<file path="src/rtl/core/srld_pkg.sv">
// Shared types and constants for the run-length sprite row decoder.
// Used by the top level, srld_decode and srld_emit; depends on nothing else.
package srld_pkg;

    localparam int CFG_INDEX_W = 3;
    localparam int CFG_DATA_W  = 16;

    // Configuration register indexes.
    localparam logic [CFG_INDEX_W-1:0] REG_FRAME_LEFT = 3'd0;
    localparam logic [CFG_INDEX_W-1:0] REG_FRAME_TOP  = 3'd1;
    localparam logic [CFG_INDEX_W-1:0] REG_FRAME_COLS = 3'd2;
    localparam logic [CFG_INDEX_W-1:0] REG_IMAGE_COLS = 3'd3;
    localparam logic [CFG_INDEX_W-1:0] REG_IMAGE_ROWS = 3'd4;

    // Input item kinds.
    localparam logic [1:0] KIND_PALETTE = 2'd0;
    localparam logic [1:0] KIND_ROW     = 2'd1;
    localparam logic [1:0] KIND_BYTE    = 2'd2;

    // Encoded stream control byte fields.
    localparam int SKIP_BIT   = 7;
    localparam int REPEAT_BIT = 6;

    typedef enum logic [1:0] {
        MODE_CONTROL = 2'd0,
        MODE_REPEAT  = 2'd1,
        MODE_LITERAL = 2'd2
    } srld_mode_t;

    typedef struct packed {
        logic [1:0]  kind;
        logic [7:0]  byte_value;
        logic [31:0] entry_colour;
        logic [7:0]  row_number;
    } srld_in_t;

    typedef struct packed {
        logic [15:0] pixel_x;
        logic [15:0] pixel_y;
        logic [31:0] pixel_colour;
        logic        last;
    } srld_out_t;

    // One run of visible pixels handed from the decoder to the emitter.
    typedef struct packed {
        logic [15:0] x;
        logic [15:0] y;
        logic [5:0]  count;
    } srld_job_t;

endpackage

</file>
<file path="src/rtl/core/srld_emit.sv">
// Run buffer and output register: holds one pending run and steps the
// current run out one pixel per beat. Depends on srld_pkg.
module srld_emit (
    input  logic                 clk,
    input  logic                 rst_n,
    input  logic                 job_load,
    input  srld_pkg::srld_job_t  job,
    input  logic [31:0]          colour,
    output logic                 take_ready,
    output logic                 out_valid,
    input  logic                 out_ready,
    output srld_pkg::srld_out_t  out_data
);

    logic                job_valid_reg, job_valid_next;
    srld_pkg::srld_job_t job_reg;
    logic                out_valid_reg, out_valid_next;
    logic [15:0]         out_x_reg;
    logic [15:0]         out_y_reg;
    logic [31:0]         out_colour_reg;
    logic [5:0]          out_left_reg;
    logic                out_step;
    logic                out_free;
    logic                job_moves;

    assign out_step   = out_valid_reg && out_ready && (out_left_reg != 6'd1);
    assign out_free   = !out_valid_reg || (out_ready && (out_left_reg == 6'd1));
    assign job_moves  = job_valid_reg && out_free;
    assign take_ready = !job_valid_reg || job_moves;

    always_comb
    begin
        job_valid_next = job_valid_reg;
        if (job_load)
        begin
            job_valid_next = 1'b1;
        end
        else if (job_moves)
        begin
            job_valid_next = 1'b0;
        end
    end

    always_comb
    begin
        out_valid_next = out_valid_reg;
        if (out_free)
        begin
            out_valid_next = job_valid_reg;
        end
    end

    always_ff @(posedge clk or negedge rst_n)
    begin
        if (!rst_n)
        begin
            job_valid_reg <= 1'b0;
            out_valid_reg <= 1'b0;
        end
        else
        begin
            job_valid_reg <= job_valid_next;
            out_valid_reg <= out_valid_next;
        end
    end

    // The palette word for the pending run arrives the cycle after its load,
    // which is exactly when that run can first move into the output register.
    always_ff @(posedge clk)
    begin
        if (job_load)
        begin
            job_reg <= job;
        end
        if (out_step)
        begin
            out_x_reg    <= out_x_reg + 16'd1;
            out_left_reg <= out_left_reg - 6'd1;
        end
        else if (job_moves)
        begin
            out_x_reg      <= job_reg.x;
            out_y_reg      <= job_reg.y;
            out_colour_reg <= colour;
            out_left_reg   <= job_reg.count;
        end
    end

    assign out_valid             = out_valid_reg;
    assign out_data.pixel_x      = out_x_reg;
    assign out_data.pixel_y      = out_y_reg;
    assign out_data.pixel_colour = out_colour_reg;
    assign out_data.last         = (out_left_reg == 6'd1);

    assert property (@(posedge clk) disable iff (!rst_n)
        job_valid_reg |-> (job_reg.count != 6'd0))
        else $error("empty run held in the run buffer");

    assert property (@(posedge clk) disable iff (!rst_n)
        out_valid_reg |-> (out_left_reg != 6'd0))
        else $error("output register valid with no pixels left");

    assert property (@(posedge clk) disable iff (!rst_n)
        (out_valid_reg && out_ready && (out_left_reg != 6'd1))
        |=> (out_valid_reg && (out_x_reg == $past(out_x_reg) + 16'd1)
             && (out_colour_reg == $past(out_colour_reg))))
        else $error("run did not advance by one column");

endmodule
</file>
<file path="config.mk">
export PLATFORM = sky130hd
export DESIGN_NAME = srld_emit
export DESIGN_NICKNAME = d
export VERILOG_FILES = /design/src/rtl/core/srld_pkg.sv /design/src/rtl/core/srld_emit.sv
export SDC_FILE = /design/constraint.sdc
export NUM_CORES = 1
export LEC_CHECK = 0
export BUFFER_PORTS_ARGS = -buffer_cell sky130_fd_sc_hd__buf_2
export CAP_MARGIN = 20
export CORE_MARGIN = 1.5
export CORE_UTILIZATION = 49
export DETAILED_ROUTE_END_ITERATION = 7
export GPL_TIMING_DRIVEN = 0
export PLACE_DENSITY = 0.88
export SLEW_MARGIN = 20
export SYNTH_ARGS = -nofsm -noshare
export SYNTH_HDL_FRONTEND = slang
export SYNTH_SLANG_ARGS = --single-unit
</file>
<file path="constraint.sdc">
create_clock -name clk -period 5.1 [get_ports clk]
set_clock_uncertainty 0.1 [all_clocks]
set_input_delay 0.255 -clock clk [delete_from_list [all_inputs] [get_ports clk]]
set_output_delay 0.255 -clock clk [all_outputs]
set_load 0.03 [all_outputs]
</file>
==> results.yml <==
grt:
  grt_pass1_vias: 2820
  track_usage_pct: 21.0
  use_met2_pct: 38.6
  grt_util_met3_pct: 3.53
  grt_antenna_before_repair: 0
  grt_use_met1_pct: 24.3
  grt_pass1_wl_um: 13400
  overflow: 0
  grt_max_degree: 40
  grt-busiest-layer: "met2"
run:
  maxCapViolCount: 0
routing:
  drc_errors: 0
  finalWirelength_um: 8880
  wl_per_cell_um: 16.0
  drtPass1Iterations: 4
  first_iter_violations: 124
  num_vias: 2718
  vias_per_cell: 4.89
  ant_nets: 0
yosys:
  ys_warn_count: 0
  ys_seq_elements: 110
  synth_cell_type_count: 26
  netlist_area_sq_mm: 0.00394
  ys_top_cells_by_area: "edfxtp_1, xnor2_1, nand2_1"
  synth.avg_cell_area_sq_um: 17.5
  yosysSeqAreaShare_pct: 83.6
  yosysTopAreaCellShare_pct: 82.3
  synth_nets: 302
  syn_inst: 225
  yosys.area.top_type: "edfxtp_1"
sta:
  max_freq_mhz: 379
  maxSlewViolCount: 0
  hold_ws_ns: 0.104
  grt_setup_unrepaired: "no"
  fin_setup_tns_ns: 0
  period_needed_ns: 2.64
  setup_ws_ns: 2.46
  finalSetupViolCount: 0
  slew_headroom_pct: 36.6
  finalCritPeriodShare_pct: 51.8
  worst_pin_slew_ns: 0.950
  timing_hold_violations_final: 0
worst_setup_path:
  r2r_cells: 5
  start_kind: "register"
  worstPathMaxFanout: 25
  required_ns: 5.06
  r2r_end: "out_colour_reg[24]"
  timing.rr.start: "out_left_reg[2]"
  worstSetupPathType: "register to register"
  r2r_slack_ns: 2.46
  cp.arrival_ns: 2.60
  crit_path_end_kind: "register"
clocking:
  numCtsBuffers: 9
  clockRootBuffer: "clkbuf_8"
  clock_latency_ns: 0.35
  clkTransAtPathRegs_ns: 0.11
  cts_sinks: 110
  h-tree-depth: 3
  postCtsSetupRepairBufs: 0
  cts_tree: "built"
  cts_buffer_depth: 2
die:
  coreArea_sq_mm: 0.00777
  die-width_um: 92.7
  rows: 32
  num_io_pins: 141
  die_h_um: 92.7
  initial_core_util_pct: 50.7
  die_area_sq_mm: 0.00859
power:
  powerDensity_mw_per_mm2: 314
  ir_worst_vdd_mv: 0.212
  power.leakage_nw: 2.25
finish:
  final_cell_mix: "buf_2, edfxtp_1, dlygate4sd3_1"
  syn2layout_area_growth_pct: 45.3
  drive_gt1_share_pct: 35.9
  antenna_cells: 0
  regArea_sq_mm: 0.00329
  nets: 526
  n_fill_cell: 500
  final_area_sq_mm: 0.00573
  largest_register_ffs: 38
  multi_input_area_sq_um: 622
  final_common_cell: "buf_2"
placed_design:
  gp_congestion: 0.860
  pre_cts_ws_ns: 2.52
  place_hpwl_um: 5310
  placed_area_sq_mm: 0.00482
  io_buffers: 140
hold_path:
  hp-class: "input port to asynchronous set/reset pin"
outcome:
  outcome: "finished clean"
==> critical path: stages (launching register included) <==
cell and delay (ns):
edfxtp_1 0.47, nor4_1 0.51, and2_1 0.21, a21boi_1 0.18
nor2_4 0.60, buf_16 0.25
==> power by group <==
group | switching, mW | internal (mW) | total [mW]
Clock | 0.290 | 0.230 | 0.520
Combinational | 0.103 | 0.0927 | 0.196
Sequential | 0.0304 | 1.05 | 1.08
Total | 0.423 | 1.37 | 1.80
==> synthesized netlist by cell type, drive strengths merged <==
cell type / count
xor2: 3
clkbuf: 2
a31oi: 1
o21ai: 21
o31ai: 1
nor4: 5
nand2: 31
or2: 2
dfrtp: 2
a21o: 2
nand3: 5
nor3: 5
a21oi: 1
a21boi: 1
edfxtp: 108
and2: 1
nand4: 3
inv: 5
buf: 2
or4: 1
xnor2: 14
nor2: 6
ha: 3
==> final cells by class <==
| type | count | share of cell area, % |
|---|---|---|
| clock buffer | 9 | 2.16 |
| timing repair buffer | 213 | 25.3 |
| clock inverter | 7 | 1.27 |
| sequential | 110 | 57.5 |
| tap | 102 | 2.23 |
| inverter | 5 | 0.328 |
| buffer | 4 | 0.306 |
| multi-input combinational | 106 | 10.9 |
==> cells by family after synthesis <==
| kind of cell | synth area share, % |
|---|---|
| DFF | 83.6 |
| and+or+nand+nor | 7.05 |
| AOI/OAI and AO/OA | 3.72 |
| xor gates and xnor gates | 3.78 |
| buffers and inverters | 0.921 |
| adders and majority gates | 0.953 |
==> layer usage <==
| metal | wire [um] | vias up | share of wire, % |
|---|---|---|---|
| met1 | 3450 | 1312 | 39 |
| li1 | - | 1290 | - |
| met5 | 0 | - | 0 |
| met2 | 4840 | 106 | 55 |
| met4 | 123 | 0 | 1.4 |
| met3 | 465 | 10 | 5.2 |
==> repair_timing <==
item / 4_1_cts / 5_1_grt
hold endpoints to repair: 72 / 0
resized for setup: 0 / 0
endpoints found under the setup margin: 0 / 0
hold buffers: 71 / 0
==> worst max path at each step <==
stage,from,endpoint,slack [ns],cells past startpoint
finish,out_left_reg[2],out_colour_reg[24],2.46,5
global placement,out_left_reg[2],out_colour_reg[24],0.59,4
detailed placement,out_left_reg[2],out_colour_reg[16],2.52,5
CTS,out_left_reg[2],out_colour_reg[24],2.46,5
floorplan,out_left_reg[2],out_colour_reg[0],1.16,4
global route,out_left_reg[2],out_y_reg[0],2.35,5
==> stage by stage <==
stage | util, % | instances | power (mW)
after floorplan | - | 225 | 1.18
after global placement | 61.4 | 467 | 1.24
after detailed placement | 62.0 | 469 | 1.25
after CTS | 73.7 | 556 | 1.80
after global routing | 73.7 | 556 | 1.86
final | 73.7 | 556 | 1.80
Note: power is estimated with default switching activity, not from simulation.
