## src/rtl/core/srld_pkg.sv

```systemverilog
// Shared types and constants for the run-length sprite row decoder.
// Used by the top level, srld_decode and srld_emit; depends on nothing else.
package srld_pkg;

    localparam int CFG_INDEX_W = 3;
    localparam int CFG_DATA_W  = 16;

    // Configuration register indexes.
    localparam logic [CFG_INDEX_W-1:0] REG_FRAME_LEFT = 3'd0;
    localparam logic [CFG_INDEX_W-1:0] REG_FRAME_TOP  = 3'd1;
    localparam logic [CFG_INDEX_W-1:0] REG_FRAME_COLS = 3'd2;
    localparam logic [CFG_INDEX_W-1:0] REG_IMAGE_COLS = 3'd3;
    localparam logic [CFG_INDEX_W-1:0] REG_IMAGE_ROWS = 3'd4;

    // Input item kinds.
    localparam logic [1:0] KIND_PALETTE = 2'd0;
    localparam logic [1:0] KIND_ROW     = 2'd1;
    localparam logic [1:0] KIND_BYTE    = 2'd2;

    // Encoded stream control byte fields.
    localparam int SKIP_BIT   = 7;
    localparam int REPEAT_BIT = 6;

    typedef enum logic [1:0] {
        MODE_CONTROL = 2'd0,
        MODE_REPEAT  = 2'd1,
        MODE_LITERAL = 2'd2
    } srld_mode_t;

    typedef struct packed {
        logic [1:0]  kind;
        logic [7:0]  byte_value;
        logic [31:0] entry_colour;
        logic [7:0]  row_number;
    } srld_in_t;

    typedef struct packed {
        logic [15:0] pixel_x;
        logic [15:0] pixel_y;
        logic [31:0] pixel_colour;
        logic        last;
    } srld_out_t;

    // One run of visible pixels handed from the decoder to the emitter.
    typedef struct packed {
        logic [15:0] x;
        logic [15:0] y;
        logic [5:0]  count;
    } srld_job_t;

endpackage

```

## src/rtl/core/srld_decode.sv

```systemverilog
// Configuration registers and row decoding state; turns each accepted beat
// into state updates and, where pixels are visible, one run for the emitter.
// Depends on srld_pkg.
module srld_decode (
    input  logic                                clk,
    input  logic                                rst_n,
    input  logic                                in_accept,
    input  srld_pkg::srld_in_t                  in_item,
    input  logic                                cfg_write,
    input  logic [srld_pkg::CFG_INDEX_W-1:0]    cfg_index,
    input  logic [srld_pkg::CFG_DATA_W-1:0]     cfg_data,
    output logic                                pal_write,
    output logic                                job_load,
    output srld_pkg::srld_job_t                 job
);

    logic [7:0]  frame_left_reg;
    logic [7:0]  frame_top_reg;
    logic [7:0]  frame_cols_reg;
    logic [15:0] image_cols_reg;
    logic [15:0] image_rows_reg;

    srld_pkg::srld_mode_t mode_reg, mode_next;
    logic [5:0] run_reg, run_next;
    logic [9:0] col_reg, col_next;
    logic [8:0] row_reg, row_next;
    logic       live_reg, live_next;

    logic        is_row;
    logic        is_byte;
    logic        row_open;
    logic [15:0] img_room;
    logic [7:0]  limit;
    logic [10:0] run_end;
    logic [10:0] vis_end;
    logic [10:0] vis_diff;
    logic [5:0]  rep_count;
    logic        lit_vis;
    logic [8:0]  dy;
    logic [7:0]  b;

    assign b        = in_item.byte_value;
    assign is_row   = in_accept && (in_item.kind == srld_pkg::KIND_ROW);
    assign is_byte  = in_accept && (in_item.kind == srld_pkg::KIND_BYTE) && live_reg;
    assign row_open = col_reg < {2'd0, frame_cols_reg};
    assign pal_write = in_accept && (in_item.kind == srld_pkg::KIND_PALETTE);

    // The visible part of a row is the columns below the smaller of the frame
    // width and the room left in the image to the right of the frame edge.
    assign img_room = (image_cols_reg > {8'd0, frame_left_reg})
                    ? image_cols_reg - {8'd0, frame_left_reg} : 16'd0;
    assign limit    = (img_room < {8'd0, frame_cols_reg}) ? img_room[7:0] : frame_cols_reg;
    assign run_end  = {1'b0, col_reg} + {5'd0, run_reg};
    assign vis_end  = (run_end < {3'd0, limit}) ? run_end : {3'd0, limit};
    assign vis_diff = vis_end - {1'b0, col_reg};
    assign rep_count = (vis_end > {1'b0, col_reg}) ? vis_diff[5:0] : 6'd0;
    assign lit_vis  = col_reg < {2'd0, limit};
    assign dy       = {1'b0, frame_top_reg} + {1'b0, in_item.row_number};

    assign job.x     = {8'd0, frame_left_reg} + {6'd0, col_reg};
    assign job.y     = {7'd0, row_reg};
    assign job.count = (mode_reg == srld_pkg::MODE_REPEAT) ? rep_count : 6'd1;
    assign job_load  = is_byte
                    && (((mode_reg == srld_pkg::MODE_REPEAT) && (rep_count != 6'd0))
                    || ((mode_reg == srld_pkg::MODE_LITERAL) && lit_vis));

    // Decode mode transitions.
    always_comb
    begin
        mode_next = mode_reg;
        if (is_row)
        begin
            mode_next = srld_pkg::MODE_CONTROL;
        end
        else if (is_byte)
        begin
            case (mode_reg)
                srld_pkg::MODE_REPEAT:
                begin
                    mode_next = srld_pkg::MODE_CONTROL;
                end
                srld_pkg::MODE_LITERAL:
                begin
                    if (run_reg == 6'd1)
                    begin
                        mode_next = srld_pkg::MODE_CONTROL;
                    end
                end
                srld_pkg::MODE_CONTROL:
                begin
                    if (row_open && !b[srld_pkg::SKIP_BIT])
                    begin
                        if (b[srld_pkg::REPEAT_BIT])
                        begin
                            mode_next = srld_pkg::MODE_REPEAT;
                        end
                        else if (b[5:0] != 6'd0)
                        begin
                            mode_next = srld_pkg::MODE_LITERAL;
                        end
                    end
                end
                default:
                begin
                    mode_next = srld_pkg::MODE_CONTROL;
                end
            endcase
        end
    end

    // Column, run and row bookkeeping.
    always_comb
    begin
        run_next  = run_reg;
        col_next  = col_reg;
        row_next  = row_reg;
        live_next = live_reg;
        if (is_row)
        begin
            row_next  = dy;
            live_next = {7'd0, dy} < image_rows_reg;
            col_next  = 10'd0;
            run_next  = 6'd0;
        end
        else if (is_byte)
        begin
            case (mode_reg)
                srld_pkg::MODE_REPEAT:
                begin
                    col_next = col_reg + {4'd0, run_reg};
                    run_next = 6'd0;
                end
                srld_pkg::MODE_LITERAL:
                begin
                    col_next = col_reg + 10'd1;
                    run_next = run_reg - 6'd1;
                end
                srld_pkg::MODE_CONTROL:
                begin
                    if (row_open)
                    begin
                        if (b[srld_pkg::SKIP_BIT])
                        begin
                            col_next = col_reg + {3'd0, b[6:0]};
                        end
                        else
                        begin
                            run_next = b[5:0];
                        end
                    end
                end
                default:
                begin
                    run_next = run_reg;
                end
            endcase
        end
    end

    always_ff @(posedge clk or negedge rst_n)
    begin
        if (!rst_n)
        begin
            mode_reg <= srld_pkg::MODE_CONTROL;
            run_reg  <= 6'd0;
            col_reg  <= 10'd0;
            row_reg  <= 9'd0;
            live_reg <= 1'b0;
        end
        else
        begin
            mode_reg <= mode_next;
            run_reg  <= run_next;
            col_reg  <= col_next;
            row_reg  <= row_next;
            live_reg <= live_next;
        end
    end

    always_ff @(posedge clk or negedge rst_n)
    begin
        if (!rst_n)
        begin
            frame_left_reg <= 8'd0;
            frame_top_reg  <= 8'd0;
            frame_cols_reg <= 8'd0;
            image_cols_reg <= 16'd0;
            image_rows_reg <= 16'd0;
        end
        else if (cfg_write)
        begin
            case (cfg_index)
                srld_pkg::REG_FRAME_LEFT: frame_left_reg <= cfg_data[7:0];
                srld_pkg::REG_FRAME_TOP:  frame_top_reg  <= cfg_data[7:0];
                srld_pkg::REG_FRAME_COLS: frame_cols_reg <= cfg_data[7:0];
                srld_pkg::REG_IMAGE_COLS: image_cols_reg <= cfg_data;
                srld_pkg::REG_IMAGE_ROWS: image_rows_reg <= cfg_data;
                default:                  frame_left_reg <= frame_left_reg;
            endcase
        end
    end

    // A run is only ever open inside a live row.
    assert property (@(posedge clk) disable iff (!rst_n)
        (mode_reg != srld_pkg::MODE_CONTROL) |-> live_reg)
        else $error("decode mode left control outside a live row");

    // A literal run always has index bytes still to come.
    assert property (@(posedge clk) disable iff (!rst_n)
        (mode_reg == srld_pkg::MODE_LITERAL) |-> (run_reg != 6'd0))
        else $error("literal mode with an empty run");

endmodule

```

## config.mk

```make
export PLATFORM = sky130hd
export DESIGN_NAME = srld_decode
export DESIGN_NICKNAME = d
export VERILOG_FILES = /design/src/rtl/core/srld_pkg.sv /design/src/rtl/core/srld_decode.sv
export SDC_FILE = /design/constraint.sdc
export NUM_CORES = 1
export LEC_CHECK = 0
export ABC_CLOCK_PERIOD_IN_PS = 7500
export BUFFER_PORTS_ARGS = -buffer_cell sky130_fd_sc_hd__buf_2
export CAP_MARGIN = 20
export CORE_MARGIN = 2
export CORE_UTILIZATION = 52
export CTS_CLUSTER_DIAMETER = 100
export DETAILED_ROUTE_END_ITERATION = 8
export HOLD_SLACK_MARGIN = 0.12
export PLACE_DENSITY = 0.77
export RECOVER_POWER = 100
export SLEW_MARGIN = 20
export SYNTH_ARGS = -nofsm -noshare
export SYNTH_HDL_FRONTEND = slang
export SYNTH_SLANG_ARGS = --single-unit
```

## constraint.sdc

```tcl
create_clock -name clk -period 7.5 [get_ports clk]
set_input_delay 0.75 -clock clk [delete_from_list [all_inputs] [get_ports clk]]
set_output_delay 0.75 -clock clk [all_outputs]
set_load 0.005 [all_outputs]
```

==> flow_summary_export.csv <==
group,metric,value,unit
status,status,"finished with violations",
status,violations,"capacitance limit, slew limit, setup timing",
clocking,cts_root_buf,"clkbuf_16",
sta,worst_pin_slew,3520,ps
critical_path,crit_family,"compound AO/OA/AOI/OAI gates",
detailed_routing,drc,0,
sta,slew_headroom,-135,%
yosys,synth_area,6930,sq um
detailed_routing,drt_wl_total,20.9,mm
place,dpl_cell_area,7950,sq um
power,leakagePower,0.00442,uW
sta,hold_viol,0,
clocking,clk_pin_slew,70,ps
critical_path,r2r_cells,12,
critical_path,crit_path_end_kind,"output pin",
run,maxCapViolations,1,
die,fp-row-count,42,
critical_path,reg2reg_slack,4000,ps
layout,layout.nets,1115,
die,ioPinCount,113,
sta,clock_skew,7.73,ps
critical_path,worstSetupEndpoint,"job[4]",
place,dp_cells,1074,
critical_path,r2r_end,"col_reg[7]$_DFFE_PN0P_",
layout,final_common_cell,"buf_4",
clocking,cts_sinks,84,
yosys,yosys_warnings,0,
critical_path,path_depth,45,
sta,period_minus_slack,7990,ps
critical_path,critPathMostFrequentCell,"buf_4",
critical_path,r2r-start,"mode_reg[0]$_DFFE_PN0P_",
worst_hold_path,hold_path.class,"flop to flop",
place,post-place-ws,-425,ps
yosys,synth_enable_flop_cells,0,
sta,max_freq,0.125,GHz
critical_path,path_buf_inv,17,
die,start_util,52.8,%
global_routing,grt_max_degree,68,
critical_path,critPathRequiredTime,6750,ps
critical_path,crit_type,"flop to output pin",
place,gp_congestion,0.886,
die,dieArea,14300,sq um
detailed_routing,avgViaCountPerCell,5.76,
global_routing,grt_overflow,0,
layout,seqCellArea,2100,sq um
global_routing,antenna_found_initial,0,
critical_path,worst-path-max-fanout,8,
die,die_w,119,um
global_routing,grt_pass1_wl,31.5,mm
sta,rsz0062_at_grt,"yes",
detailed_routing,vias,6556,
clocking,cts_max_path_buffers,2,
critical_path,critPathSlowestCell,"o32a_1",
clocking,clk_latency,350,ps
clocking,cts_made_buffers,9,
sta,maxSlewViolCount,68,
layout,instances_no_fill,1138,
yosys,seq_area_frac_synth,30.3,%
detailed_routing,wl_per_cell,18.4,um
power,p_per_area,484,nW/um^2
sta,post-route-period-util,107,%
detailed_routing,drtAntennaViolNets,0,
clocking,cts_tree,"yes",
power,peakVddDrop,0.282,mV
place,dp_hpwl,13.7,mm
critical_path,max_stage_delay,410,ps
layout,layout_common_cells,"buf_4, nand2_1, dfrtp_1",
layout,multi_input_area,4830,sq um
layout,nFillCells,986,
worst_hold_path,hp-start,"row_reg[8]$_DFFE_PN0P_",
sta,setup_violations,7,
layout,layout-drive-gt1-share,30.8,%
yosys,synth_cell_types,76,
critical_path,cp-startpoint,"image_cols_reg[0]$_DFFE_PN0P_",
yosys,synthArstFlopShare,100,%
layout,syn2layout_area_growth,29.9,%
critical_path,startpoint_type,"flop",
die,coreArea,13100,sq um
sta,fin_tns_setup,-3260,ps
global_routing,track_usage,27.6,%
detailed_routing,firstDrtPassIters,5,
critical_path,crit_arrival,7240,ps
layout,n_antenna_cell,0,
global_routing,grt_pass1_vias,6455,
yosys,synth_seq_cells,84,
detailed_routing,drt_iter0_drc,666,
clocking,cts-htree-levels,3,
die,chipHeight,119,um
sta,setup_ws,-494,ps
yosys,synthCells,772,
yosys,synth_area_per_cell,8.98,sq um
yosys,synth_flop_cell,"dfrtp_1",
place,numPortBuffers,68,
power,total_power,4360,uW
layout,final_cell_area,9000,sq um
==> stage by stage <==
stage                     hold slack, ps  util (%)
final                                484      68.5
after global routing                 518      68.5
after CTS                            272      66.0
after detailed placement             462      60.5
after global placement               458      60.5
after floorplan                      454         -
==> routing by layer <==
layer,part of all wire [%],global-route usage [%],vias to the layer above
met1,41,36.5,3132
met5,0,0,-
li1,-,-,3080
met3,7.1,3.98,62
met2,48,46.4,282
met4,3.5,9.63,0
==> worst min-delay path, cell delays in order, from the launching register on <==
cell	delay [ps]
dfrtp_1	350
nand2_1	50
nand2_1	50
==> cell families after synthesis <==
kind of cell / count (synthesis) / share of synthesized area, %
buffers and inverters: 103 / 6.48
AOI/OAI and AO/OA: 184 / 17.5
muxes: 58 / 9.17
and+or+nand+nor: 216 / 15.3
DFF: 84 / 30.3
adders and majority gates: 88 / 16.4
xor gates and xnor gates: 38 / 4.80
other: 1 / 0.0541
==> layout make-up <==
cell class              count  area share, %
clock inverters             7           1.17
clock buffers               9           2.50
inverters                  72           3.00
repair buffers            192           13.9
well taps                 176           2.45
multi-input cells         598           53.6
flip-flops and latches     84           23.3
==> what timing repair did <==
action / 4_1_cts / 5_1_grt
pin swaps: 32 / 50
gates resized for setup: 36 / 53
setup buffers: 36 / 13
endpoints found under the setup margin: 7 / 7
hold buffers: 0 / 0
==> cell usage after synthesis, drive strengths merged (14+ instances only) <==
cell,instances,area share (%)
buf,17,1.8
nand2,90,4.9
mux2i,20,2.9
nor2,39,2.1
a21oi,45,3.3
dfrtp,84,30
ha,79,14
clkbuf,14,0.76
o21ai,53,3.8
mux2,38,6.3
a21o,27,2.9
inv,72,3.9
xnor2,29,3.7
nand3,14,1.1
==> where the power goes <==
part | switching (uW) | total, uW | internal (uW) | leakage (uW)
registers | 134 | 702 | 568 | 0.00103
clock network | 212 | 510 | 298 | 0.000159
logic | 1550 | 3150 | 1600 | 0.00323
total | 1900 | 4360 | 2460 | 0.00442
==> worst min-delay path by stage <==
stage,cells after the start,slack [ps],endpoint
floorplan,0,450,col_reg[0]$_DFFE_PN0P_
global placement,2,460,row_reg[8]$_DFFE_PN0P_
detailed placement,2,460,row_reg[8]$_DFFE_PN0P_
CTS,1,270,col_reg[0]$_DFFE_PN0P_
global route,2,520,row_reg[3]$_DFFE_PN0P_
finish,2,480,row_reg[8]$_DFFE_PN0P_
Power figures use the tool's default switching activity.
